$ cat config.mk
export PLATFORM = sky130hd
export DESIGN_NAME = sed_grad
export DESIGN_NICKNAME = d
export VERILOG_FILES = /design/src/rtl/core/sobel_edge_detect_3x3_macros.svh /design/src/rtl/core/sed_pkg.sv /design/src/rtl/core/sed_grad.sv
export SDC_FILE = /design/constraint.sdc
export NUM_CORES = 1
export LEC_CHECK = 0
export BUFFER_PORTS_ARGS = -buffer_cell sky130_fd_sc_hd__buf_4
export CAP_MARGIN = 20
export CELL_PAD_IN_SITES_DETAIL_PLACEMENT = 1
export CELL_PAD_IN_SITES_GLOBAL_PLACEMENT = 1
export CORE_ASPECT_RATIO = 1.5
export CORE_MARGIN = 4
export CORE_UTILIZATION = 25
export DETAILED_ROUTE_END_ITERATION = 12
export GPL_TIMING_DRIVEN = 0
export PLACE_DENSITY = 0.56
export REMOVE_ABC_BUFFERS = 1
export SYNTH_ARGS = -nofsm -noshare
export SYNTH_HDL_FRONTEND = slang
export SYNTH_SLANG_ARGS = --single-unit
export TNS_END_PERCENT = 100
$ cat constraint.sdc
create_clock -name vclk -period 11.45
set_clock_uncertainty 0.15 [all_clocks]
set_input_delay 0.5725 -clock vclk [all_inputs]
set_output_delay 0.5725 -clock vclk [all_outputs]
set_load 0.01 [all_outputs]
$ cat src/rtl/core/sobel_edge_detect_3x3_macros.svh
// ----------------------------------------------------------------------------
// Sobel edge detector assertion macros
// Shared concurrent assertion forms for the edge detector modules.
// ----------------------------------------------------------------------------
`ifndef SOBEL_EDGE_DETECT_3X3_MACROS_SVH
`define SOBEL_EDGE_DETECT_3X3_MACROS_SVH

// The consequent must hold in the same cycle as the antecedent.
`define SED_ASSERT_NOW(lbl, clk, rstn, ante, cons) \
    lbl: assert property (@(posedge clk) disable iff (!(rstn)) (ante) |-> (cons)) \
        else $error("sobel edge detector: same-cycle check failed");

// The consequent must hold in the cycle after the antecedent.
`define SED_ASSERT_NEXT(lbl, clk, rstn, ante, cons) \
    lbl: assert property (@(posedge clk) disable iff (!(rstn)) (ante) |=> (cons)) \
        else $error("sobel edge detector: next-cycle check failed");

`endif

$ cat src/rtl/core/sed_pkg.sv
`timescale 1ns / 1ps
// ----------------------------------------------------------------------------
// Sobel edge detector package
// Shared types and constants for the streaming 3x3 Sobel edge detector.
// ----------------------------------------------------------------------------
package sed_pkg;

    localparam int PIX_W     = 8;
    localparam int ROW_W     = 12;
    localparam int COL_W     = 11;
    localparam int CNT_COL_W = 12;
    localparam int CFG_W     = 13;
    localparam int OUT_TDATA_W = 32;

    localparam logic [PIX_W-1:0] PIX_MAX = 8'hFF;

    localparam int DEF_WIDTH  = 640;
    localparam int DEF_HEIGHT = 480;
    localparam int MAX_HEIGHT = 4096;

    typedef logic [PIX_W-1:0] pix_t;

    // Configuration register indexes.
    typedef enum logic [0:0] {
        REG_IMAGE_WIDTH  = 1'b0,
        REG_IMAGE_HEIGHT = 1'b1
    } cfg_reg_t;

    // One window column: pixels of the rows r-2, r-1 and r.
    typedef struct packed {
        pix_t top;
        pix_t mid;
        pix_t bot;
    } pix_col_t;

    // Position flags of a pixel, worked out when it is accepted.
    typedef struct packed {
        logic first_row;
        logic row_last;
        logic col_ge1;
        logic col_last;
        logic interior;
    } pos_flags_t;

    // Results caused by one pixel, handed to the output stage.
    // mask[0]: border or interior result, mask[1]: right border of the row
    // above, mask[2]: own border result on the last row.
    typedef struct packed {
        logic [2:0]       mask;
        pix_t             edge0;
        logic [ROW_W-1:0] row0;
        logic [COL_W-1:0] col0;
        logic [ROW_W-1:0] row_up;
        logic [ROW_W-1:0] row;
        logic [COL_W-1:0] col;
        logic             last;
    } emit_item_t;

endpackage

$ cat src/rtl/core/sed_grad.sv
`timescale 1ns / 1ps
// ----------------------------------------------------------------------------
// Sobel gradient unit
// Computes 255 - min(255, |Gx| + |Gy|) over a 3x3 window.
// ----------------------------------------------------------------------------
module sed_grad
    import sed_pkg::*;
(
    input  pix_col_t left_col,
    input  pix_col_t center_col,
    input  pix_col_t right_col,
    output pix_t     edge_value
);

    logic [9:0]         sum_left;
    logic [9:0]         sum_right;
    logic [9:0]         sum_top;
    logic [9:0]         sum_bot;
    logic signed [10:0] gx;
    logic signed [10:0] gy;
    logic [10:0]        abs_gx;
    logic [10:0]        abs_gy;
    logic [10:0]        mag;

    // Weighted column and row sums with weights 1, 2, 1.
    always_comb begin
        sum_left  = {2'b00, left_col.top} + {1'b0, left_col.mid, 1'b0}
                  + {2'b00, left_col.bot};
        sum_right = {2'b00, right_col.top} + {1'b0, right_col.mid, 1'b0}
                  + {2'b00, right_col.bot};
        sum_top   = {2'b00, left_col.top} + {1'b0, center_col.top, 1'b0}
                  + {2'b00, right_col.top};
        sum_bot   = {2'b00, left_col.bot} + {1'b0, center_col.bot, 1'b0}
                  + {2'b00, right_col.bot};
    end

    // Gradients, magnitudes and the clamped, inverted result.
    always_comb begin
        gx     = $signed({1'b0, sum_right}) - $signed({1'b0, sum_left});
        gy     = $signed({1'b0, sum_bot}) - $signed({1'b0, sum_top});
        abs_gx = gx[10] ? 11'(-gx) : 11'(gx);
        abs_gy = gy[10] ? 11'(-gy) : 11'(gy);
        mag    = abs_gx + abs_gy;
        if (mag > 11'(PIX_MAX)) begin
            edge_value = '0;
        end else begin
            edge_value = PIX_MAX - mag[7:0];
        end
    end

endmodule

==> reports/qor.yml <==
floorplan:
  fp.dieArea_mm2: 0.0157
  die_h_um: 152
  row_count: 52
  io_pins: 80
  die_w_um: 104
  core_mm2: 0.0135
  initial_core_util: 0.255
timing:
  max_freq_ghz: 0.133
  tightestPinTransition_ns: 0.678
  setup_violations: 0
  rsz0062_at_grt: "no"
  finalHoldViolations: 0
  fin_crit_ns: 7.50
  post-route-period-util: 0.655
  slew_headroom: 0.543
  drv_slew: 0
  final.setup.tns_ns: 0
logic_synthesis:
  synth_cells: 407
  netlist.area_leader.share: 0.367
  synth_cell_types: 53
  postSynthAreaPerCell_um2: 8.44
  synth-simple-area-share: 0.134
  synthAdderAreaFrac: 0.498
  synthXorXnorAreaFrac: 0.0936
  yosysSeqAreaShare: 0
  synth.largest_area_cell: "fa_1"
  synthTopCellsByArea: "fa_1 (37%), inv_1 (15%), ha_1 (13%)"
  synth_compound_area_frac: 0.126
  synth_top_family_by_area: "adder cells"
  netlist_area_mm2: 0.00343
  muxShareOfSynthArea: 0.00291
  synth_warnings: 0
cells_and_area:
  diodes: 0
  final_cell_mix: "inv_1 (133), buf_4 (72), fa_1 (63)"
  regArea_um2: 0
  layout-drive-gt1-share: 0.188
  clkbuf_count: 0
  n_fill_cell: 1634
  nNetsFinal: 652
  area_growth_pct: 21.6
  layout_commonest_cell: "inv_1"
  design.seq.count: 0
drt:
  drt-total-wl_um: 8000
  drc_errors: 0
  wl_per_cell_um: 12.5
  first_iter_violations: 51
  drt_first_pass_iters: 4
  ant_nets: 0
  viasPerCell: 4.46
  vias: 2862
global_route:
  grt_pass1_vias: 3352
  gr-usage-all-layers: 0.105
  grt_overflow: 0
  antenna_found_initial: 0
  grt_pass1_wl_um: 14200
  grt_max_degree: 10
worst_setup_path:
  worstPathMaxFanout: 9
  worst_setup_path_end_kind: "output port"
  worstSetupPathType: "input pin to output port"
  cp.arrival_ns: 6.77
  startpoint_type: "input pin"
  crit_required_ns: 10.73
  startpoint: "left_col[18]"
  endpoint: "edge_value[3]"
clocking:
  hold_buffers: 0
  post_cts_buffers: 0
  cts_resized: 0
placement:
  dpl.hpwl_um: 7650
  gp_congestion: 0.735
  portBuffers: 72
status:
  status: "completed"
worst_hold_path:
  hold_depth: 6
  hold_class: "input pin to output port"
job:
  max-cap-violations: 0
## worst min-delay path by stage
stage	startpoint	end
floorplan	left_col[17]	edge_value[0]
global placement	left_col[17]	edge_value[0]
detailed placement	left_col[17]	edge_value[0]
CTS	left_col[17]	edge_value[0]
global route	left_col[17]	edge_value[0]
finish	left_col[17]	edge_value[0]
## routing by layer
metal  vias up  track usage  share of wire  wire [um]
met2        45        0.235           0.60       4830
met5         -            0              0          0
met3         4      0.00763          0.030        240
met1      1405        0.108           0.36       2870
li1       1408            -              -          -
met4         0      0.00732         0.0081         65
## worst max-delay path, stage by stage
cell and delay (ns):
buf_4 0.07, inv_1 0.06, fa_1 0.51, fa_1 0.55, inv_1 0.06, fa_1 0.60
inv_1 0.06, ha_1 0.29, a21o_1 0.17, and4_4 0.20, o31ai_1 0.28, a21oi_1 0.17
a21o_1 0.22, a21oi_2 0.37, mux2i_1 0.38, inv_1 0.08, ha_1 0.28, a21o_1 0.18
a21oi_1 0.24, o21bai_1 0.14, o211ai_1 0.22, nor4b_1 0.26, a21oi_1 0.07, o31a_1 0.36
nor3_1 0.24, buf_4 0.15
## per-stage QoR
step / hold WS (ns) / std cells / util / instance area, um2 / worst slack, ns
after global routing: 1.87 / 641 / 0.310 / 4180 / 3.35
final: 1.77 / 641 / 0.310 / 4180 / 3.95
after floorplan: 1.47 / 407 / - / 3430 / 4.67
after global placement: 1.82 / 641 / 0.310 / 4180 / 4.02
after detailed placement: 1.81 / 641 / 0.310 / 4180 / 3.92
after CTS: 1.81 / 641 / 0.310 / 4180 / 3.88
## synth_stat cells, types with 3 or more instances
| library cell | count |
|---|---|
| xor2_1 | 10 |
| ha_1 | 36 |
| or4_1 | 3 |
| a21oi_2 | 3 |
| fa_1 | 63 |
| nor2_1 | 21 |
| or2_1 | 3 |
| inv_1 | 133 |
| a21o_1 | 7 |
| o21a_1 | 3 |
| nand2_1 | 7 |
| a211oi_1 | 3 |
| xnor2_1 | 23 |
| o21ai_0 | 9 |
| a21oi_1 | 17 |
| nand3_1 | 5 |
| nor3_1 | 14 |
## kinds of logic after synthesis
logic type	after synthesis
buffers and inverters	133
muxes	1
and+or+nand+nor	77
adders and majority gates	99
xor gates and xnor gates	35
AOI/OAI and AO/OA	62
## cell type report
class,count,area (um2),share of cell area
inverters,133,499,0.119
multi-input cells,274,2940,0.703
well taps,162,203,0.0485
repair buffers,72,541,0.129
Power is left out: the tool's default activity adds up to more than one toggle a clock period on the data nets, which glitch-free logic cannot reach.
