--- src/rtl/core/sobel_edge_detect_3x3_macros.svh ---
// ----------------------------------------------------------------------------
// Sobel edge detector assertion macros
// Shared concurrent assertion forms for the edge detector modules.
// ----------------------------------------------------------------------------
`ifndef SOBEL_EDGE_DETECT_3X3_MACROS_SVH
`define SOBEL_EDGE_DETECT_3X3_MACROS_SVH

// The consequent must hold in the same cycle as the antecedent.
`define SED_ASSERT_NOW(lbl, clk, rstn, ante, cons) \
    lbl: assert property (@(posedge clk) disable iff (!(rstn)) (ante) |-> (cons)) \
        else $error("sobel edge detector: same-cycle check failed");

// The consequent must hold in the cycle after the antecedent.
`define SED_ASSERT_NEXT(lbl, clk, rstn, ante, cons) \
    lbl: assert property (@(posedge clk) disable iff (!(rstn)) (ante) |=> (cons)) \
        else $error("sobel edge detector: next-cycle check failed");

`endif

--- src/rtl/core/sed_pkg.sv ---
`timescale 1ns / 1ps
// ----------------------------------------------------------------------------
// Sobel edge detector package
// Shared types and constants for the streaming 3x3 Sobel edge detector.
// ----------------------------------------------------------------------------
package sed_pkg;

    localparam int PIX_W     = 8;
    localparam int ROW_W     = 12;
    localparam int COL_W     = 11;
    localparam int CNT_COL_W = 12;
    localparam int CFG_W     = 13;
    localparam int OUT_TDATA_W = 32;

    localparam logic [PIX_W-1:0] PIX_MAX = 8'hFF;

    localparam int DEF_WIDTH  = 640;
    localparam int DEF_HEIGHT = 480;
    localparam int MAX_HEIGHT = 4096;

    typedef logic [PIX_W-1:0] pix_t;

    // Configuration register indexes.
    typedef enum logic [0:0] {
        REG_IMAGE_WIDTH  = 1'b0,
        REG_IMAGE_HEIGHT = 1'b1
    } cfg_reg_t;

    // One window column: pixels of the rows r-2, r-1 and r.
    typedef struct packed {
        pix_t top;
        pix_t mid;
        pix_t bot;
    } pix_col_t;

    // Position flags of a pixel, worked out when it is accepted.
    typedef struct packed {
        logic first_row;
        logic row_last;
        logic col_ge1;
        logic col_last;
        logic interior;
    } pos_flags_t;

    // Results caused by one pixel, handed to the output stage.
    // mask[0]: border or interior result, mask[1]: right border of the row
    // above, mask[2]: own border result on the last row.
    typedef struct packed {
        logic [2:0]       mask;
        pix_t             edge0;
        logic [ROW_W-1:0] row0;
        logic [COL_W-1:0] col0;
        logic [ROW_W-1:0] row_up;
        logic [ROW_W-1:0] row;
        logic [COL_W-1:0] col;
        logic             last;
    } emit_item_t;

endpackage

--- src/rtl/core/sed_win_cell.sv ---
`timescale 1ns / 1ps
// ----------------------------------------------------------------------------
// Sobel window column cell
// Holds one column of the 3x3 window and passes it to its neighbor on shift.
// ----------------------------------------------------------------------------
module sed_win_cell
    import sed_pkg::*;
(
    input  logic     aclk,
    input  logic     aresetn,
    input  logic     shift_en,
    input  pix_col_t col_in,
    output pix_col_t col_out
);

    pix_col_t col_reg;
    pix_col_t col_next;

    // Take the neighbor's column when the window moves on.
    always_comb begin
        col_next = col_reg;
        if (shift_en) begin
            col_next = col_in;
        end
    end

    always_ff @(posedge aclk) begin
        if (!aresetn) begin
            col_reg <= '0;
        end else begin
            col_reg <= col_next;
        end
    end

    assign col_out = col_reg;

endmodule

--- config.mk ---
export PLATFORM = sky130hd
export DESIGN_NAME = sed_win_cell
export DESIGN_NICKNAME = d
export VERILOG_FILES = /design/src/rtl/core/sobel_edge_detect_3x3_macros.svh /design/src/rtl/core/sed_pkg.sv /design/src/rtl/core/sed_win_cell.sv
export SDC_FILE = /design/constraint.sdc
export NUM_CORES = 1
export LEC_CHECK = 0
export BUFFER_PORTS_ARGS = -buffer_cell sky130_fd_sc_hd__buf_4
export CORE_ASPECT_RATIO = 0.9
export CORE_MARGIN = 2
export CORE_UTILIZATION = 38
export DETAILED_ROUTE_END_ITERATION = 12
export GPL_TIMING_DRIVEN = 0
export PLACE_DENSITY = 0.73
export SLEW_MARGIN = 15
export SYNTH_ARGS = -nofsm -noshare
export SYNTH_HDL_FRONTEND = slang
export SYNTH_SLANG_ARGS = --single-unit
--- constraint.sdc ---
create_clock -name aclk -period 0.8 [get_ports aclk]
set_input_delay 0.16 -clock aclk [delete_from_list [all_inputs] [get_ports aclk]]
set_output_delay 0.16 -clock aclk [all_outputs]
set_load 0.005 [all_outputs]
==> qor.txt, run 1 <==
max_cap viols: 0
DR pass1 iterations: 3
Area Overhead vs Synth: 61.8%
Max Transition Viols Final: 0
postcts setup bufs: 0
gr ovfl total: 0
Worst-Skew Late Latency: 0.31 ns
placed cell count: 153
Final Hold Vio Count: 0
GRT Overall Usage: 14.6%
worst path arrival time: 0.77 ns
slew at the pin with the worst max-slew slack: 0.320 ns
io pins: 51
clock buffer depth: 2
PwrDens: 1750 nW/um^2
DIE AREA: 2860 sq um
Unique masters post-synth: 6
r2r endpoint: col_out[21]
maximum fanout along the worst path: 2
Core Area: 2240 sq um
most frequent cells in the layout: buf_6 (25), buf_4 (25), mux2i_1 (24), nor2b_1 (24), dfxtp_2 (24)
layout cells sized above 1: 61.5%
Hold Buf Count CTS: 0
WL met2: 1100 um
Peak supply drop: 1850 uV
Die Y: 50.9 um
hold depth: 3
PostCTS Resize Cnt: 48
# setup viols final: 24
GPL Wtd Cong: 0.663
max reg flops: 24
Antenna diodes: 0
WP data required: 0.64 ns
Worst Hold End: col_out[5]
mapped cell area: 930 sq um
final WL: 1980 um
hold path startpoint: col_in[5]
Seq/Total Area, Yosys: 51.7%
worst-case reg-to-reg path depth: 2
total number of vias: 701
TritonCTS Sinks: 24
fin worst setup slack: -0.132 ns
CP Cell Sequence: buf_6
metal3 WL: 84 um
Port Buffers: 49
Initial Util: 41.5%
CP Capture Type: output pin
DRT iter0 DRCs: 1
CTS tree: yes
detailed-route DRC error count: 0
post-DP HPWL: 1500 um
Worst path max stage delay: 0.35 ns
Setup CP Type: reg -> out
Crit path max-delay family: flip-flops
final net count: 158
cts bufs inserted: 3
cell leakage power: 0.712 nW
final std cells w/o fill: 157
clk root buf: clkbuf_4
pin count of the biggest net entering global routing: 15
Max Fclk: 1.07 GHz
routed len/inst: 12.6 um
Placement Setup Slack: -0.0205 ns
vias in the first global route: 720
Slew Limit Headroom: 78.7%
Syn Nets: 104
die width: 56.1 um
antenna violations before repair: 0
failing checks: negative setup slack
RSZ-0062 raised after global routing: true
Yosys warnings: 0
flops & latches, synth: 24
vias per inst: 4.46
H-tree levels: 1
first-pass GRT wire length: 3200 um
Critical-path top delay cell: dfxtp_2
clock skew: 0 ns
FP Rows: 16
synthesized area per cell: 12.1 sq um
R2R Setup Slk: 0.17 ns
Hold Path Class: in -> reg
met1 wire length: 781 um
clock-pin slew on the worst setup and hold paths: 0.13 ns
minimum clock period: 0.932 ns
Antenna Violating Nets Remaining: 0
Worst Setup Start Kind: flip-flop
CP Buf/Inv Count: 1
post-synthesis cell count: 77
DR top layer: met4
Tcrit/Tclk final: 117%
status: finished with violations
r2r startpoint: col_out[21]
metrics by stage:
step	utilization [%]	instance area [sq um]	setup TNS [ns]	hold slack (ns)	power (mW)
CTS	67.1	1500	-3.23	0.0862	2.66
floorplan	-	930	0	0.288	1.51
detailed placement	59.4	1330	-0.123	0.417	1.74
global placement	59.4	1330	0	0.408	1.73
finish	67.1	1500	-2.82	0.101	2.63
global route	67.1	1500	-4.20	0.0592	2.78
Yosys cell counts:
cell | instances | share of area [%]
clkbuf_1 | 2 | 0.81
buf_12 | 2 | 4.3
mux2i_1 | 24 | 26
dfxtp_1 | 24 | 52
nor2b_1 | 24 | 16
buf_6 | 1 | 1.2
tightest hold or removal path, cell delays in order:
cell and delay [ns]:
buf_4 0.08, mux2i_1 0.05, nor2b_1 0.09
routing by layer:
metal,vias to the layer above,track usage (%)
met4,0,5.95
met2,21,27.5
met1,319,15.6
met3,2,3.80
li1,359,-
met5,-,0
power breakdown:
part / leakage (nW) / switching (mW) / internal [mW]
Sequential: 0.207 / 0.0488 / 1.28
Combinational: 0.477 / 0.139 / 0.312
Clock: 0.0279 / 0.340 / 0.506
worst max path at each step:
stage | slack, ns | to | start | depth (start not counted)
2_1_floorplan | 0.05 | col_out[0] | shift_en | 4
3_3_place_gp | 0.004 | col_out[10] | shift_en | 4
3_5_place_dp | -0.02 | col_out[10] | shift_en | 4
4_1_cts | -0.15 | col_out[19] | col_out[19] | 1
5_1_grt | -0.20 | col_out[3] | col_out[3] | 1
6_report | -0.13 | col_out[3] | col_out[3] | 1
area by class of cell:
cell class | count | area, sq um
Buffer | 5 | 58.8
Clock buffer | 3 | 22.5
Clock inverter | 1 | 30.0
Fill cell | 188 | 738
Multi-Input combinational cell | 48 | 390
Sequential cell | 24 | 510
Tap cell | 27 | 33.8
Timing Repair Buffer | 49 | 458
logic make-up after synthesis:
family / share of synthesized area [%]
mux: 25.8
flops: 51.7
simple gates: 16.2
buf+inv: 6.33
(Power assumes the default switching activity.)
==> run 2, diff against run 1 <==
--- a/config.mk
+++ b/config.mk
@@ -8,10 +8,11 @@
 export BUFFER_PORTS_ARGS = -buffer_cell sky130_fd_sc_hd__buf_4
 export CORE_ASPECT_RATIO = 0.9
 export CORE_MARGIN = 2
-export CORE_UTILIZATION = 38
+export CORE_UTILIZATION = 45
 export DETAILED_ROUTE_END_ITERATION = 12
 export GPL_TIMING_DRIVEN = 0
-export PLACE_DENSITY = 0.73
+export PLACE_DENSITY = 0.81
+export SETUP_SLACK_MARGIN = 0.05
 export SLEW_MARGIN = 15
 export SYNTH_ARGS = -nofsm -noshare
 export SYNTH_HDL_FRONTEND = slang
==> constraint.sdc (replaced) <==
create_clock -name aclk -period 1.2 [get_ports aclk]
set_input_delay 0.24 -clock aclk [delete_from_list [all_inputs] [get_ports aclk]]
set_output_delay 0.24 -clock aclk [all_outputs]
set_load 0.005 [all_outputs]
==> run 2 against run 1 <==
Total power shrank 35%. Clock power is 32% lower. Core utilization rose by 4.4 points. Critical endpoint is now col_out[7]. Register-to-register slack gained 0.40 ns. Combinational power fell by 40%. Largest power group unchanged. The run now ends clean. Setup slack improved by 0.30 ns.
==> qor.txt, run 2 (synthesis results as in run 1) <==
worst path arrival time: 0.80 ns (was 0.77 ns)
Port Buffers: 49 (unchanged)
Initial Util: 48.1% (was 41.5%)
DIE AREA: 2450 sq um (was 2860 sq um)
Final Instance Area: 1380 sq um (was 1500 sq um)
gr ovfl total: 0 (unchanged)
clk root buf: clkbuf_4 (unchanged)
# setup viols final: 0 (was 24)
Setup CP Type: reg -> out (unchanged)
Final Hold Vio Count: 0 (unchanged)
H-tree levels: 1 (unchanged)
Max Fclk: 0.964 GHz
detailed-route DRC error count: 0 (unchanged)
pin count of the biggest net entering global routing: 15 (unchanged)
die width: 51.9 um (was 56.1 um)
minimum clock period: 1.04 ns
worst-case reg-to-reg path depth: 2 (unchanged)
final WL: 1820 um (was 1980 um)
maximum fanout along the worst path: 2 (unchanged)
status: finished, final reports clean (was finished with violations)
Peak supply drop: 789 uV (was 1850 uV)
hold path startpoint: col_in[6] (was col_in[5])
setup TNS: 0 ns (was -2.82 ns)
Crit path max-delay family: flip-flops (unchanged)
Slew Limit Headroom: 77.4% (was 78.7%)
Max Transition Viols Final: 0 (unchanged)
PostCTS Resize Cnt: 0 (was 48)
Antenna Violating Nets Remaining: 0 (unchanged)
RSZ-0062 raised after global routing: false (was true)
Critical-path top delay cell: dfxtp_1 (was dfxtp_2)
PwrDens: 1240 nW/um^2 (was 1750 nW/um^2)
clock skew: 0 ns (unchanged)
DR pass1 iterations: 3 (unchanged)
io pins: 51 (unchanged)
max_cap viols: 0 (unchanged)
max reg flops: 24 (unchanged)
CP Capture Type: output pin (unchanged)
clock-pin slew on the worst setup and hold paths: 0.13 ns (about the same)
cell leakage power: 0.682 nW (was 0.712 nW)
vias in the first global route: 724 (was 720)
first-pass GRT wire length: 2880 um (was 3200 um)
CTS tree: yes (unchanged)
Worst Setup Start Kind: flip-flop (unchanged)
FP Rows: 15 (was 16)
vias per inst: 4.57 (was 4.46)
CP Buf/Inv Count: 1 (unchanged)
GPL Wtd Cong: 0.651 (was 0.663)
Antenna diodes: 0 (unchanged)
Die Y: 47.1 um (was 50.9 um)
TritonCTS Sinks: 24 (unchanged)
routed len/inst: 11.7 um (was 12.6 um)
hold depth: 3 (unchanged)
antenna violations before repair: 0 (unchanged)
Core Area: 1930 sq um (was 2240 sq um)
WP data required: 0.96 ns (was 0.64 ns)
most frequent cells in the layout: buf_4 (49), mux2i_1 (24), nor2b_1 (24), dfxtp_1 (24), clkbuf_4 (3) (was buf_6 (25), buf_4 (25), mux2i_1 (24), nor2b_1 (24), dfxtp_2 (24))
postcts setup bufs: 0 (unchanged)
Post-DP Area: 1330 sq um (about the same)
layout cells sized above 1: 43.1% (was 61.5%)
Hold Path Class: in -> reg (unchanged)
Crit path depth: 1 (unchanged)
Area Overhead vs Synth: 48.6% (was 61.8%)
Worst path max stage delay: 0.37 ns (was 0.35 ns)
total number of vias: 708 (was 701)
commonest non-fill, non-tap cell in the layout: buf_4
GRT Overall Usage: 16.4% (was 14.6%)
CP Cell Sequence: buf_4 (was buf_6)
Worst-Skew Late Latency: 0.31 ns (about the same)
post-DP HPWL: 1420 um (was 1500 um)
Tcrit/Tclk final: 86.4%
r2r startpoint: col_out[18] (was col_out[21])
Finished Core Util: 71.5% (was 67.1%)
clock buffer depth: 2 (unchanged)
Crit. Startpoint: col_out[7] (was col_out[3])
cts bufs inserted: 3 (unchanged)
final net count: 158 (unchanged)
DRT iter0 DRCs: 3 (was 1)
Hold Buf Count CTS: 0 (unchanged)
slew at the pin with the worst max-slew slack: 0.340 ns (was 0.320 ns)
run 2: cell counts in the layout (fill, tap and decap cells not counted):
No cell type changed its count.
run 2: layout make-up:
cell class	instances	area (sq um)
Timing Repair Buffer	49	368
Tap cell	25	31.3
Clock buffer	3	22.5
Fill cell	164	552
Multi-Input combinational cell	48	390
Buffer	5	58.8
Clock inverter	1	30.0
Sequential cell	24	480
run 2: worst paths after layout:
path | to | slack (ns)
hold reg to reg | col_out[11] | 0.53
setup reg to reg | col_out[18] | 0.57
setup / recovery | col_out[7] | 0.16
hold / removal | col_out[6] | 0.17
run 2: per-layer routing:
metal  routed length (um)  part of all wire [%]  global-route usage [%]  vias up
li1                     -                     -                       -      358
met1                  753                    41                    17.6      322
met2                  953                    52                    30.6       24
met3                   76                   4.2                    3.18        4
met4                   34                   1.9                    9.47        0
met5                    0                     0                       0        -
run 2: where the power goes:
group | switching (mW) | internal [mW] | leakage [nW]
logic | 0.0894 | 0.180 | 0.456
clock network | 0.240 | 0.338 | 0.0279
registers | 0.0239 | 0.845 | 0.198
run 2: worst min-delay path: cells and delay by family:
family / cells / cell delay [ns]
simple gates: 1 / 0.09
mux: 1 / 0.05
buf+inv: 1 / 0.08
run 2: per-stage QoR:
| stage | hold slack, ns | total power [mW] | worst slack [ns] | cells |
|---|---|---|---|---|
| after detailed placement | 0.506 | 1.16 | 0.282 | 151 |
| after global placement | 0.487 | 1.15 | 0.328 | 151 |
| after CTS | 0.159 | 1.74 | 0.138 | 155 |
| final | 0.173 | 1.72 | 0.163 | 155 |
| after floorplan | 0.368 | 1.01 | 0.372 | 77 |
| after global routing | 0.179 | 1.79 | 0.118 | 155 |
