$ cat config.mk
export PLATFORM = sky130hd
export DESIGN_NAME = sed_emit
export DESIGN_NICKNAME = d
export VERILOG_FILES = /design/src/rtl/core/sed_pkg.sv /design/src/rtl/core/sed_emit.sv
export VERILOG_INCLUDE_DIRS = /design/src /design/src/rtl/core
export SDC_FILE = /design/constraint.sdc
export NUM_CORES = 1
export LEC_CHECK = 0
export BUFFER_PORTS_ARGS = -buffer_cell sky130_fd_sc_hd__clkbuf_2
export CORE_UTILIZATION = 43
export DETAILED_ROUTE_END_ITERATION = 10
export HOLD_SLACK_MARGIN = 0.1
export PLACE_DENSITY = 0.77
export SKIP_LAST_GASP = 1
export SLEW_MARGIN = 40
export SYNTH_ARGS = -nofsm -noshare
export SYNTH_HDL_FRONTEND = slang
export SYNTH_SLANG_ARGS = --single-unit
$ cat constraint.sdc
create_clock -name aclk -period 4.2 [get_ports aclk]
set_input_delay 0.42 -clock aclk [delete_from_list [all_inputs] [get_ports aclk]]
set_output_delay 0.42 -clock aclk [all_outputs]
set_load 0.005 [all_outputs]
$ cat src/rtl/core/sobel_edge_detect_3x3_macros.svh
// ----------------------------------------------------------------------------
// Sobel edge detector assertion macros
// Shared concurrent assertion forms for the edge detector modules.
// ----------------------------------------------------------------------------
`ifndef SOBEL_EDGE_DETECT_3X3_MACROS_SVH
`define SOBEL_EDGE_DETECT_3X3_MACROS_SVH

// The consequent must hold in the same cycle as the antecedent.
`define SED_ASSERT_NOW(lbl, clk, rstn, ante, cons) \
    lbl: assert property (@(posedge clk) disable iff (!(rstn)) (ante) |-> (cons)) \
        else $error("sobel edge detector: same-cycle check failed");

// The consequent must hold in the cycle after the antecedent.
`define SED_ASSERT_NEXT(lbl, clk, rstn, ante, cons) \
    lbl: assert property (@(posedge clk) disable iff (!(rstn)) (ante) |=> (cons)) \
        else $error("sobel edge detector: next-cycle check failed");

`endif

$ cat src/rtl/core/sed_pkg.sv
`timescale 1ns / 1ps
// ----------------------------------------------------------------------------
// Sobel edge detector package
// Shared types and constants for the streaming 3x3 Sobel edge detector.
// ----------------------------------------------------------------------------
package sed_pkg;

    localparam int PIX_W     = 8;
    localparam int ROW_W     = 12;
    localparam int COL_W     = 11;
    localparam int CNT_COL_W = 12;
    localparam int CFG_W     = 13;
    localparam int OUT_TDATA_W = 32;

    localparam logic [PIX_W-1:0] PIX_MAX = 8'hFF;

    localparam int DEF_WIDTH  = 640;
    localparam int DEF_HEIGHT = 480;
    localparam int MAX_HEIGHT = 4096;

    typedef logic [PIX_W-1:0] pix_t;

    // Configuration register indexes.
    typedef enum logic [0:0] {
        REG_IMAGE_WIDTH  = 1'b0,
        REG_IMAGE_HEIGHT = 1'b1
    } cfg_reg_t;

    // One window column: pixels of the rows r-2, r-1 and r.
    typedef struct packed {
        pix_t top;
        pix_t mid;
        pix_t bot;
    } pix_col_t;

    // Position flags of a pixel, worked out when it is accepted.
    typedef struct packed {
        logic first_row;
        logic row_last;
        logic col_ge1;
        logic col_last;
        logic interior;
    } pos_flags_t;

    // Results caused by one pixel, handed to the output stage.
    // mask[0]: border or interior result, mask[1]: right border of the row
    // above, mask[2]: own border result on the last row.
    typedef struct packed {
        logic [2:0]       mask;
        pix_t             edge0;
        logic [ROW_W-1:0] row0;
        logic [COL_W-1:0] col0;
        logic [ROW_W-1:0] row_up;
        logic [ROW_W-1:0] row;
        logic [COL_W-1:0] col;
        logic             last;
    } emit_item_t;

endpackage

$ cat src/rtl/core/sed_emit.sv
`timescale 1ns / 1ps
// ----------------------------------------------------------------------------
// Sobel result emitter
// Output register stage that sends the up to three results of one pixel.
// ----------------------------------------------------------------------------
`include "sobel_edge_detect_3x3_macros.svh"

module sed_emit
    import sed_pkg::*;
(
    input  logic                   aclk,
    input  logic                   aresetn,
    input  logic                   ld_valid,
    output logic                   ld_ready,
    input  emit_item_t             ld_item,
    output logic                   m_tvalid,
    input  logic                   m_tready,
    // Fields from bit 0: edge_value[7:0], out_row[19:8], out_col[30:20], zero.
    output logic [OUT_TDATA_W-1:0] m_tdata,
    output logic                   m_tlast
);

    emit_item_t item_reg;
    emit_item_t item_next;
    logic [2:0] mask_reg;
    logic [2:0] mask_next;
    logic [2:0] sel;
    logic [2:0] mask_left;
    logic       pop;
    logic [7:0] out_edge;
    logic [ROW_W-1:0] out_row;
    logic [COL_W-1:0] out_col;
    logic       out_last;

    // Pick the lowest pending result.
    always_comb begin
        sel = 3'b000;
        priority if (mask_reg[0]) begin
            sel = 3'b001;
        end else if (mask_reg[1]) begin
            sel = 3'b010;
        end else if (mask_reg[2]) begin
            sel = 3'b100;
        end
    end

    assign m_tvalid  = |mask_reg;
    assign pop       = m_tvalid && m_tready;
    assign mask_left = pop ? (mask_reg & ~sel) : mask_reg;
    assign ld_ready  = (mask_left == 3'b000);

    // Next pending set and item.
    always_comb begin
        mask_next = mask_left;
        item_next = item_reg;
        if (ld_valid && ld_ready) begin
            mask_next = ld_item.mask;
            item_next = ld_item;
        end
    end

    always_ff @(posedge aclk) begin
        if (!aresetn) begin
            mask_reg <= '0;
        end else begin
            mask_reg <= mask_next;
        end
    end

    always_ff @(posedge aclk) begin
        item_reg <= item_next;
    end

    // Output fields of the selected result.
    always_comb begin
        out_edge = PIX_MAX;
        out_row  = item_reg.row;
        out_col  = item_reg.col;
        out_last = 1'b0;
        priority if (sel[0]) begin
            out_edge = item_reg.edge0;
            out_row  = item_reg.row0;
            out_col  = item_reg.col0;
        end else if (sel[1]) begin
            out_row  = item_reg.row_up;
        end else begin
            out_last = item_reg.last;
        end
    end

    assign m_tdata = {1'b0, out_col, out_row, out_edge};
    assign m_tlast = out_last;

    // A loaded item shows exactly its own result set.
    `SED_ASSERT_NEXT(a_load_mask, aclk, aresetn, ld_valid && ld_ready, mask_reg == $past(ld_item.mask))
    // Popping one of several pending results leaves the output valid.
    `SED_ASSERT_NEXT(a_pop_keeps, aclk, aresetn, pop && ($countones(mask_reg) > 1), m_tvalid)
    // The frame end marker only comes on the final result of an item.
    `SED_ASSERT_NOW(a_last_final, aclk, aresetn, m_tvalid && m_tlast, mask_reg == 3'b100)

endmodule

==> results of run 1 <==
power by group through the flow:
stage / registers, uW / clock network [uW] / logic [uW]
detailed placement: 892 / 0 / 168
finish: 874 / 570 / 166
CTS: 876 / 586 / 169
floorplan: 874 / 0 / 97.4
global route: 881 / 610 / 185
global placement: 887 / 0 / 165
critical path: stages, from the launching register on:
cell and delay, ns:
dfxtp_2 0.67, maj3_2 0.34, o2bb2ai_1 0.08, clkbuf_2 0.13
cells by family after synthesis:
| family | synth area share, % |
|---|---|
| AOI/OAI and AO/OA | 4.507 |
| adders and majority gates | 0.8364 |
| buffers and inverters | 2.184 |
| DFF | 76.95 |
| muxes | 9.062 |
| other | 0.1393 |
| and+or+nand+nor | 6.320 |
how the worst min path moves through the flow:
stage	startpoint	endpoint	slack (ns)	cells after the start
floorplan	ld_item[0]	item_reg[0]	0.52	0
global placement	ld_item[48]	item_reg[48]	0.60	1
detailed placement	ld_item[56]	item_reg[56]	0.60	1
CTS	ld_item[51]	item_reg[51]	0.25	1
global route	ld_item[62]	item_reg[62]	0.25	1
finish	ld_item[5]	item_reg[5]	0.27	1
layout make-up:
type | instances | area, um2
Fill cell | 489 | 2480
Sequential cell | 70 | 2077
Multi-Input combinational cell | 80 | 573.1
Timing Repair Buffer | 108 | 546.8
Clock buffer | 9 | 123.9
Tap cell | 75 | 93.84
Clock inverter | 7 | 88.84
Inverter | 2 | 7.507
cells in the mapped netlist:
cell type	number	area share, %
mux2_2	11	4.6
nand3_1	4	0.74
o21ai_0	3	0.56
a32o_1	1	0.37
nor2_1	1	0.14
conb_1	1	0.14
dfxtp_1	3	2.2
a211oi_1	2	0.56
or3_1	1	0.23
o21a_1	1	0.28
buf_4	3	0.84
maj3_2	2	0.84
buf_6	1	0.42
clkbuf_1	2	0.28
o211a_1	1	0.37
buf_2	2	0.37
o21ai_1	11	2.0
o2bb2ai_1	1	0.33
nand2_1	14	2.0
nor2b_1	2	0.46
nand2b_1	11	2.6
mux2i_1	12	4.5
inv_1	2	0.28
and2_1	1	0.23
edfxtp_1	67	75
stage by stage:
stage	total power [uW]	hold WS (ns)	area (um2)	util (%)	instances
finish	1610	0.2653	3511	58.60	351
global route	1676	0.2463	3511	58.60	351
CTS	1631	0.2461	3507	58.54	351
detailed placement	1060	0.5986	3294	54.99	335
global placement	1052	0.5978	3291	54.93	335
floorplan	971.6	0.5189	2696	-	160
per-layer routing:
layer | vias up | track usage, % | routed length (um)
met3 | 8 | 3.596 | 266
li1 | 821 | - | -
met5 | - | 0 | 0
met4 | 0 | 8.214 | 74
met2 | 60 | 26.64 | 2443
met1 | 767 | 14.24 | 1793
==> run summary, run 1 <==
yosys warns: 0
initial antenna violation count: 0
Synth Area per Inst: 16.83 um2
Sink Count: 70
H-tree depth: 3
worst skew pair latency: 0.32 ns
post-DP HPWL: 3150 um
CTS clk-pin slew, worst paths: 0.07 ns
most frequent cells in the layout: 107 x clkbuf_2, 67 x edfxtp_1, 14 x nand2_1, 12 x mux2i_1
sw frac: 21.67%
worst hold path class: input pin to flop
Worst Setup End Kind: primary output
Clock Skew: 0.006571 ns
Max Transition Viols Final: 0
Initial Util: 44.95%
# diodes: 0
total iterations of the first detailed-routing run: 4
Cell Pwr Density: 458.6 nW/um2
antenna-violating nets left: 0
Flop pwr share: 54.3%
Netlist cell types: 25
fraction of layout instances using a drive strength above 1: 50.36%
combinational power share: 10.3%
# resized after CTS: 0
Tcrit/Tclk final: 46.76%
placement row count: 28
Port Buffers: 107
most common cell after layout, fill and taps aside: clkbuf_2
final number of hold-violating endpoints: 0
Clk network pwr share: 35.4%
largest net degree at the start of global routing: 68
Worst Reg2Reg Path Length in Cells: 3
chip width: 81.13 um
DRC: 0
WS Path Type: flop to primary output
gr ovfl total: 0
gpl congestion: 0.7050
Num CTS Buffers: 9
Syn-to-layout area delta: 30.39%
# hold bufs at CTS: 0
status: finished, final reports clean
Least-Margin Pin Slew: 0.5807 ns
NetSw: 348.8 uW
DRT iter0 DRCs: 84
worst-path fanout max: 20
Startpoint Class: flop
Finish-stage setup viols: 0
wirelength, routed: 4579 um
clock buffer depth: 2
Via density: 4.718
Synth Instances: 160
worst slack, placed: 2.017 ns
worst reg-to-reg setup slack: 2.27 ns
Worst slew margin: 61.28%
vias: 1656
Leak: 0.001423 uW
Synth Register Bits: 70
first-pass GRT wire length: 6734 um
CTS tree: done
post-CTS setup buffer count: 0
Critical R2R Launch: mask_reg[1]
GRT Total Usage: 14.29%
min Tclk post-route: 1.964 ns
# IOs: 109
cell area after synthesis: 2693 um2
number of global-route vias before repair: 1632
die area: 6582 um2
Req. time, crit path: 3.78 ns
DIE HEIGHT: 81.13 um
max reg flops: 67
Root Buffer: clkbuf_8
RSZ-0062 raised after global routing: no
Worst setup endpoint: ld_ready
CP startpoint: mask_reg[1]
Synthesized Nets: 234
CP arrival: 1.54 ns
f_max: 509.1 MHz
nets@finish: 345
MaxCap Viol Count: 0
Final WS setup: 2.236 ns
R2R Path End: item_reg[23]
peak supply drop: 0.0002608 V
Sum Neg Setup Slack: 0 ns
core area: 5991 um2
Power Internal: 1261 uW
wire length per cell: 13.05 um
sequential cell area fraction in the yosys report: 76.95%
Note: power is estimated with default switching activity, not from simulation.
==> run 2, diff against run 1 <==
ABC_AREA = 1   (was unset)
CORE_UTILIZATION = 47   (was 43)
PLACE_DENSITY = 0.8   (was 0.77)
clock period = 1.85 ns   (was 4.2 ns; I/O delays follow)
==> run summary, run 2 <==
status: finished, final reports clean
sw frac: 23.47% (+1.8 points)
M1 wire length: 2599 um (+45%)
top layer reached by signal wires: met4
Worst Reg2Reg Path Length in Cells: 6 (+3)
Syn-to-layout area delta: 57.45%
CTS clk-pin slew, worst paths: 0.07 ns (about the same)
area leader, netlist: edfxtp_1
Leak: 0.001793 uW (+26%)
chip width: 76.88 um (-5.2%)
final number of hold-violating endpoints: 0 (unchanged)
largest family of logic cells by synthesized area: simple AND/OR/NAND/NOR gates
NetSw: 861.0 uW (+150%)
Primary FF master, synth: edfxtp_1
first-pass GRT wire length: 10470 um (+55%)
post-synthesis compound-gate area fraction: 1.092% (-3.4 points)
WP buf/inv: 3 (+2)
wire length per cell: 14.81 um (+14%)
combinational power share: 15.7% (+5.4 points)
gr ovfl total: 0 (unchanged)
nets@finish: 451 (+31%)
Hold Path Sink: mask_reg[1]
sequential cell area fraction in the yosys report: 78.63% (+1.7 points)
min Tclk post-route: 1.737 ns
R2R Path End: mask_reg[2]
number of global-route vias before repair: 2239 (+37%)
GRT Total Usage: 24.38% (+10 points)
f_max: 575.8 MHz
MaxCap Viol Count: 0 (unchanged)
Worst Setup End Kind: primary output
wirelength, routed: 6695 um (+46%)
Synth Register Bits: 70 (unchanged)
placed cell count: 367 (+9.6%)
max reg flops: 67 (unchanged)
clock buffer depth: 2 (unchanged)
Netlist cell types: 23 (-8.0%)
peak supply drop: 0.0007471 V (+190%)
mux contribution to synthesized area: 0% (-9.1 points)
CP arrival: 1.55 ns (about the same)
Req. time, crit path: 1.66 ns (-2.12 ns)
Post-synth top cells: 71 x nand2_1, 67 x edfxtp_1, 12 x nand3_1
Adder-Cell Fraction of Synth Area: 0% (-0.84 points)
Startpoint Class: flop
area share of the largest cell type after synthesis: 76.35% (+1.6 points)
Post-Layout Cell Count: 452 (+29%)
worst hold path class: input pin to flop
gpl congestion: 0.7059 (+0.13%)
Synth area leaders: edfxtp_1 76%, nand2_1 10%, dfxtp_1 2.3%
RSZ-0062 raised after global routing: no
largest stage delay on the critical path: 0.40 ns (-0.27 ns)
post-DP HPWL: 3483 um (+11%)
xor/xnor share of the synthesized area: 0% (unchanged)
# diodes: 0 (unchanged)
most frequent CP cell: buf_4
most common cell after layout, fill and taps aside: clkbuf_2
Async SR Flop Fraction: 0% (unchanged)
Initial Util: 50.31% (+5.4 points)
WS Path Type: flop to primary output
met3 WL: 476 um (+79%)
worst reg-to-reg setup slack: 0.17 ns (-2.10 ns)
Clk network pwr share: 31.3% (-4.1 points)
vias: 2186 (+32%)
Synth Instances: 191 (+19%)
antenna-violating nets left: 0 (unchanged)
die area: 5910 um2 (-10%)
count leader, synth: nand2_1
Via density: 4.836 (+2.5%)
Max Transition Viols Final: 0 (unchanged)
placement row count: 26 (-7.1%)
filler cell count in the final layout: 287 (-41%)
Root Buffer: clkbuf_8
hold depth: 3 (+2)
fraction of layout instances using a drive strength above 1: 37.17% (-13 points)
Synth Area per Inst: 13.80 um2 (-18%)
Sum Neg Setup Slack: 0 ns (unchanged)
Critical R2R Launch: mask_reg[1]
DRT iter0 DRCs: 91 (+8.3%)
Clock Skew: 0.007907 ns (+0.001336 ns)
Cell Pwr Density: 884.2 nW/um2 (+93%)
Synthesized Nets: 265 (+13%)
Worst path top cell family by delay: buffers and inverters
CTS tree: done
Finish-stage setup viols: 0 (unchanged)
H-tree depth: 3 (unchanged)
crit path max-delay cell type: dfxtp_2
core area: 5238 um2 (-13%)
Port Buffers: 107 (unchanged)
# IOs: 109 (unchanged)
worst skew pair latency: 0.34 ns (+0.02 ns)
initial antenna violation count: 0 (unchanged)
most frequent cells in the layout: 107 x clkbuf_2, 71 x nand2_1, 69 x dlygate4sd3_1, 67 x edfxtp_1, 12 x nand3_1
Flop pwr share: 52.9% (-1.4 points)
cell area after synthesis: 2635 um2 (-2.1%)
Tcrit/Tclk final: 93.88%
Power Internal: 2808 uW (+120%)
worst-path fanout max: 12 (-40%)
largest net degree at the start of global routing: 50 (-26%)
Num CTS Buffers: 9 (unchanged)
DIE HEIGHT: 76.88 um (-5.2%)
total iterations of the first detailed-routing run: 5 (+1)
yosys warns: 0 (unchanged)
crit path cell chain: buf_4 > nor2_1 > buf_4 > nand2_1 > nand3_1 > clkbuf_2
WL met2: 3422 um (+40%)
simple-gate share of the synthesized area: 17.38% (+11 points)
min-delay src: ld_item[68]
DRC: 0 (unchanged)
number of synthesized flops with an enable pin: 67 (unchanged)
Sink Count: 70 (unchanged)
==> run 2: timing repair <==
action / CTS / global route
hold buffers: 69 / 0
resized for setup: 0 / 1
endpoints found under the hold margin: 70 / 0
endpoints found under the setup margin: 0 / 10
setup buffers: 0 / 0
==> run 2: routing by layer <==
layer / track usage [%] / vias up
li1: - / 1027
met1: 26.27 / 1014
met4: 13.46 / 0
met5: 0 / -
met3: 6.548 / 21
met2: 43.13 / 124
==> run 2: power groups by stage <==
| stage | Combinational [uW] | Clock, uW | Sequential, uW |
|---|---|---|---|
| after floorplan | 219 | 0 | 1960 |
| after global routing | 630 | 1230 | 1950 |
| after global placement | 436 | 0 | 1960 |
| after CTS | 567 | 1160 | 1940 |
| final | 578 | 1150 | 1940 |
| after detailed placement | 451 | 0 | 1970 |
==> run 2: layout make-up <==
type                            count  area [um2]  area share [%]
Tap cell                           70       87.58           2.111
Timing Repair Buffer              183        1291           31.12
Clock buffer                       11       131.4           3.166
Inverter                            5       20.02          0.4825
Sequential cell                    70        2073           49.97
Clock inverter                      5       50.05           1.206
Multi-Input combinational cell    108       495.5           11.94
==> run 2: kinds of logic after synthesis <==
logic type / count (synthesis)
AND/OR/NAND/NOR: 102
flip-flops: 70
buffers and inverters: 13
AO/OA/AOI/OAI: 5
other: 1
==> run 2: tightest hold or removal path: cells and delay by family <==
family                 cells  cell delay [ns]
buffers and inverters      1             0.08
and+or+nand+nor            1             0.07
AOI/OAI and AO/OA          1             0.06
==> run 2: worst max-delay path by stage <==
stage                     slack (ns)  depth (start not counted)   startpoint      endpoint
after detailed placement        0.25                          5  mask_reg[1]  item_reg[26]
after CTS                      0.003                          6  mask_reg[0]   m_tdata[14]
final                           0.11                          6  mask_reg[0]   m_tdata[14]
after floorplan                 0.12                          5  mask_reg[0]   item_reg[0]
after global placement          0.33                          6  mask_reg[0]  item_reg[42]
after global routing            0.04                          6  mask_reg[0]   m_tdata[14]
==> run 2: stage by stage <==
step | setup WS (ns) | hold WS, ns | total power, uW | util (%) | area [um2]
5_1_grt | 0.03841 | 0.1198 | 3814 | 79.22 | 4149
4_1_cts | 0.003140 | 0.1034 | 3661 | 79.19 | 4148
6_report | 0.1133 | 0.1183 | 3669 | 79.22 | 4149
2_1_floorplan | 0.1205 | 0.2839 | 2179 | - | 2640
3_5_place_dp | 0.2523 | 0.3636 | 2422 | 62.54 | 3276
3_3_place_gp | 0.3313 | 0.3620 | 2401 | 62.54 | 3276
==> run 3, diff against run 2 <==
CAP_MARGIN = 20   (was unset)
CELL_PAD_IN_SITES_DETAIL_PLACEMENT = 2   (was unset)
CELL_PAD_IN_SITES_GLOBAL_PLACEMENT = 2   (was unset)
CORE_UTILIZATION = 30   (was 47)
PLACE_DENSITY = 0.81   (was 0.8)
==> run summary, run 3 (synthesis results as in run 2) <==
status: finished, final reports clean
gpl congestion: 0.7442 (+5.4%)
Worst Setup End Kind: primary output
Worst Reg2Reg Path Length in Cells: 5 (-1)
Leak: 0.001779 uW (-0.80%)
Sum Neg Setup Slack: 0 ns (unchanged)
gr busiest metal: met2
largest net degree at the start of global routing: 46 (-8.0%)
GRT Total Usage: 19.92% (-4.5 points)
antenna-violating nets left: 0 (unchanged)
Cell Pwr Density: 867.2 nW/um2 (-1.9%)
DRT iter0 DRCs: 48 (-47%)
Port Buffers: 107 (unchanged)
wirelength, routed: 8379 um (+25%)
max reg flops: 67 (unchanged)
Sink Count: 70 (unchanged)
# IOs: 109 (unchanged)
WS Path Type: flop to primary output
CTS clk-pin slew, worst paths: 0.07 ns (about the same)
core area: 8341 um2 (+59%)
R2R Path End: item_reg[13]
placed cell count: 402 (+9.5%)
first-pass GRT wire length: 12870 um (+23%)
final number of hold-violating endpoints: 0 (unchanged)
worst reg-to-reg setup slack: 0.15 ns (-0.02 ns)
CTS tree: done
worst-path fanout max: 12 (unchanged)
most frequent cells in the layout: 107 x clkbuf_2, 71 x nand2_1, 67 x dlygate4sd3_1, 67 x edfxtp_1, 12 x nand3_1
RSZ-0062 raised after global routing: no
wire length per cell: 17.28 um (+17%)
DIE HEIGHT: 95.72 um (+25%)
total iterations of the first detailed-routing run: 4 (-1)
number of global-route vias before repair: 2499 (+12%)
f_max: 588.4 MHz (+2.2%)
final core utilization: 49.81% (-29 points)
Root Buffer: clkbuf_8
Hold Path Sink: mask_reg[2]
met2 Use GR: 39.76% (-3.4 points)
# diodes: 0 (unchanged)
Tcrit/Tclk final: 91.86% (-2.0 points)
min Tclk post-route: 1.699 ns (-0.03729 ns)
Via density: 4.462 (-7.7%)
Initial Util: 31.59% (-19 points)
met1 Use GR: 20.45% (-5.8 points)
MaxCap Viol Count: 0 (unchanged)
fraction of layout instances using a drive strength above 1: 37.37% (+0.20 points)
most common cell after layout, fill and taps aside: clkbuf_2
chip width: 95.72 um (+25%)
initial antenna violation count: 0 (unchanged)
gr ovfl total: 0 (unchanged)
vias: 2164 (-1.0%)
Syn-to-layout area delta: 57.64%
met3 Track Usage GR: 3.555% (-3.0 points)
H-tree depth: 3 (unchanged)
CP arrival: 1.51 ns (-0.04 ns)
peak supply drop: 0.0004268 V (-43%)
hold depth: 3 (unchanged)
Clock Skew: 0.01503 ns (+0.007122 ns)
placement row count: 33 (+27%)
clock buffer depth: 2 (unchanged)
Finish-stage setup viols: 0 (unchanged)
Max Transition Viols Final: 0 (unchanged)
Req. time, crit path: 1.66 ns (about the same)
Num CTS Buffers: 9 (unchanged)
worst hold path class: input pin to flop
post-DP HPWL: 5176 um (+49%)
die area: 9162 um2 (+55%)
DRC: 0 (unchanged)
Startpoint Class: flop
Critical R2R Launch: mask_reg[1]
worst skew pair latency: 0.34 ns (about the same)
min-delay src: aresetn
Post-Layout Cell Count: 485 (+7.3%)
nets@finish: 449 (-0.44%)
run 3: cell count changes in the layout (fill, tap and decap cells not counted), sizes merged:
cell	previous run	this run
clkinvlp	1	0
dlygate4sd3	69	67
bufinv	1	0
clkbuf	118	121
clkinv	4	3
run 3: what timing repair did:
| item | CTS | global route |
|---|---|---|
| buffers inserted | 0 | 0 |
| setup endpoints to repair | 0 | 2 |
| hold buffers | 67 | 0 |
| gates resized for setup | 0 | 1 |
| hold endpoints to repair | 67 | 0 |
run 3: layout make-up:
class	instances	area [um2]
fill	840	4187
sequential	70	2073
timing repair buffer	181	1271
multi-input combinational	108	495.5
clock buffer	14	152.6
tap	105	131.4
inverter	5	20.02
clock inverter	2	10.01
run 3: worst max path at each step:
| stage | from | to | slack [ns] | cells after the start |
|---|---|---|---|---|
| finish | mask_reg[0] | m_tdata[14] | 0.15 | 6 |
| CTS | mask_reg[0] | m_tdata[10] | 0.09 | 6 |
| global route | mask_reg[0] | m_tdata[14] | 0.02 | 6 |
| floorplan | mask_reg[0] | item_reg[0] | 0.12 | 5 |
| global placement | mask_reg[1] | item_reg[22] | 0.29 | 5 |
| detailed placement | mask_reg[1] | item_reg[22] | 0.19 | 5 |
run 3: worst max-delay path: stages, from the launching register on:
cell      delay, ns
dfxtp_2        0.35
buf_4          0.18
nor2_1         0.11
buf_4          0.23
nand2_1        0.07
nand3_1        0.10
clkbuf_2       0.13
run 3: stage by stage:
stage / cell area (um2) / hold slack, ns / total power (uW) / setup WS [ns]
detailed placement: 3319 / 0.3643 / 2459 / 0.1922
CTS: 4153 / 0.1125 / 3632 / 0.08691
global route: 4154 / 0.1207 / 3777 / 0.02237
global placement: 3319 / 0.3627 / 2421 / 0.2888
floorplan: 2640 / 0.2839 / 2179 / 0.1205
finish: 4154 / 0.1279 / 3602 / 0.1506
run 3: layer usage:
layer  wire [um]  share of wire (%)
met1        3046                 36
met2        4873                 58
met3         355                4.2
met4         104                1.2
met5           0                  0
run 3: where the power goes:
part / internal (uW) / switching (uW) / leakage, uW
clock network: 522 / 543 / 0.0000844
registers: 1900 / 44.5 / 0.000668
logic: 292 / 300 / 0.00103
total: 2710 / 888 / 0.00178
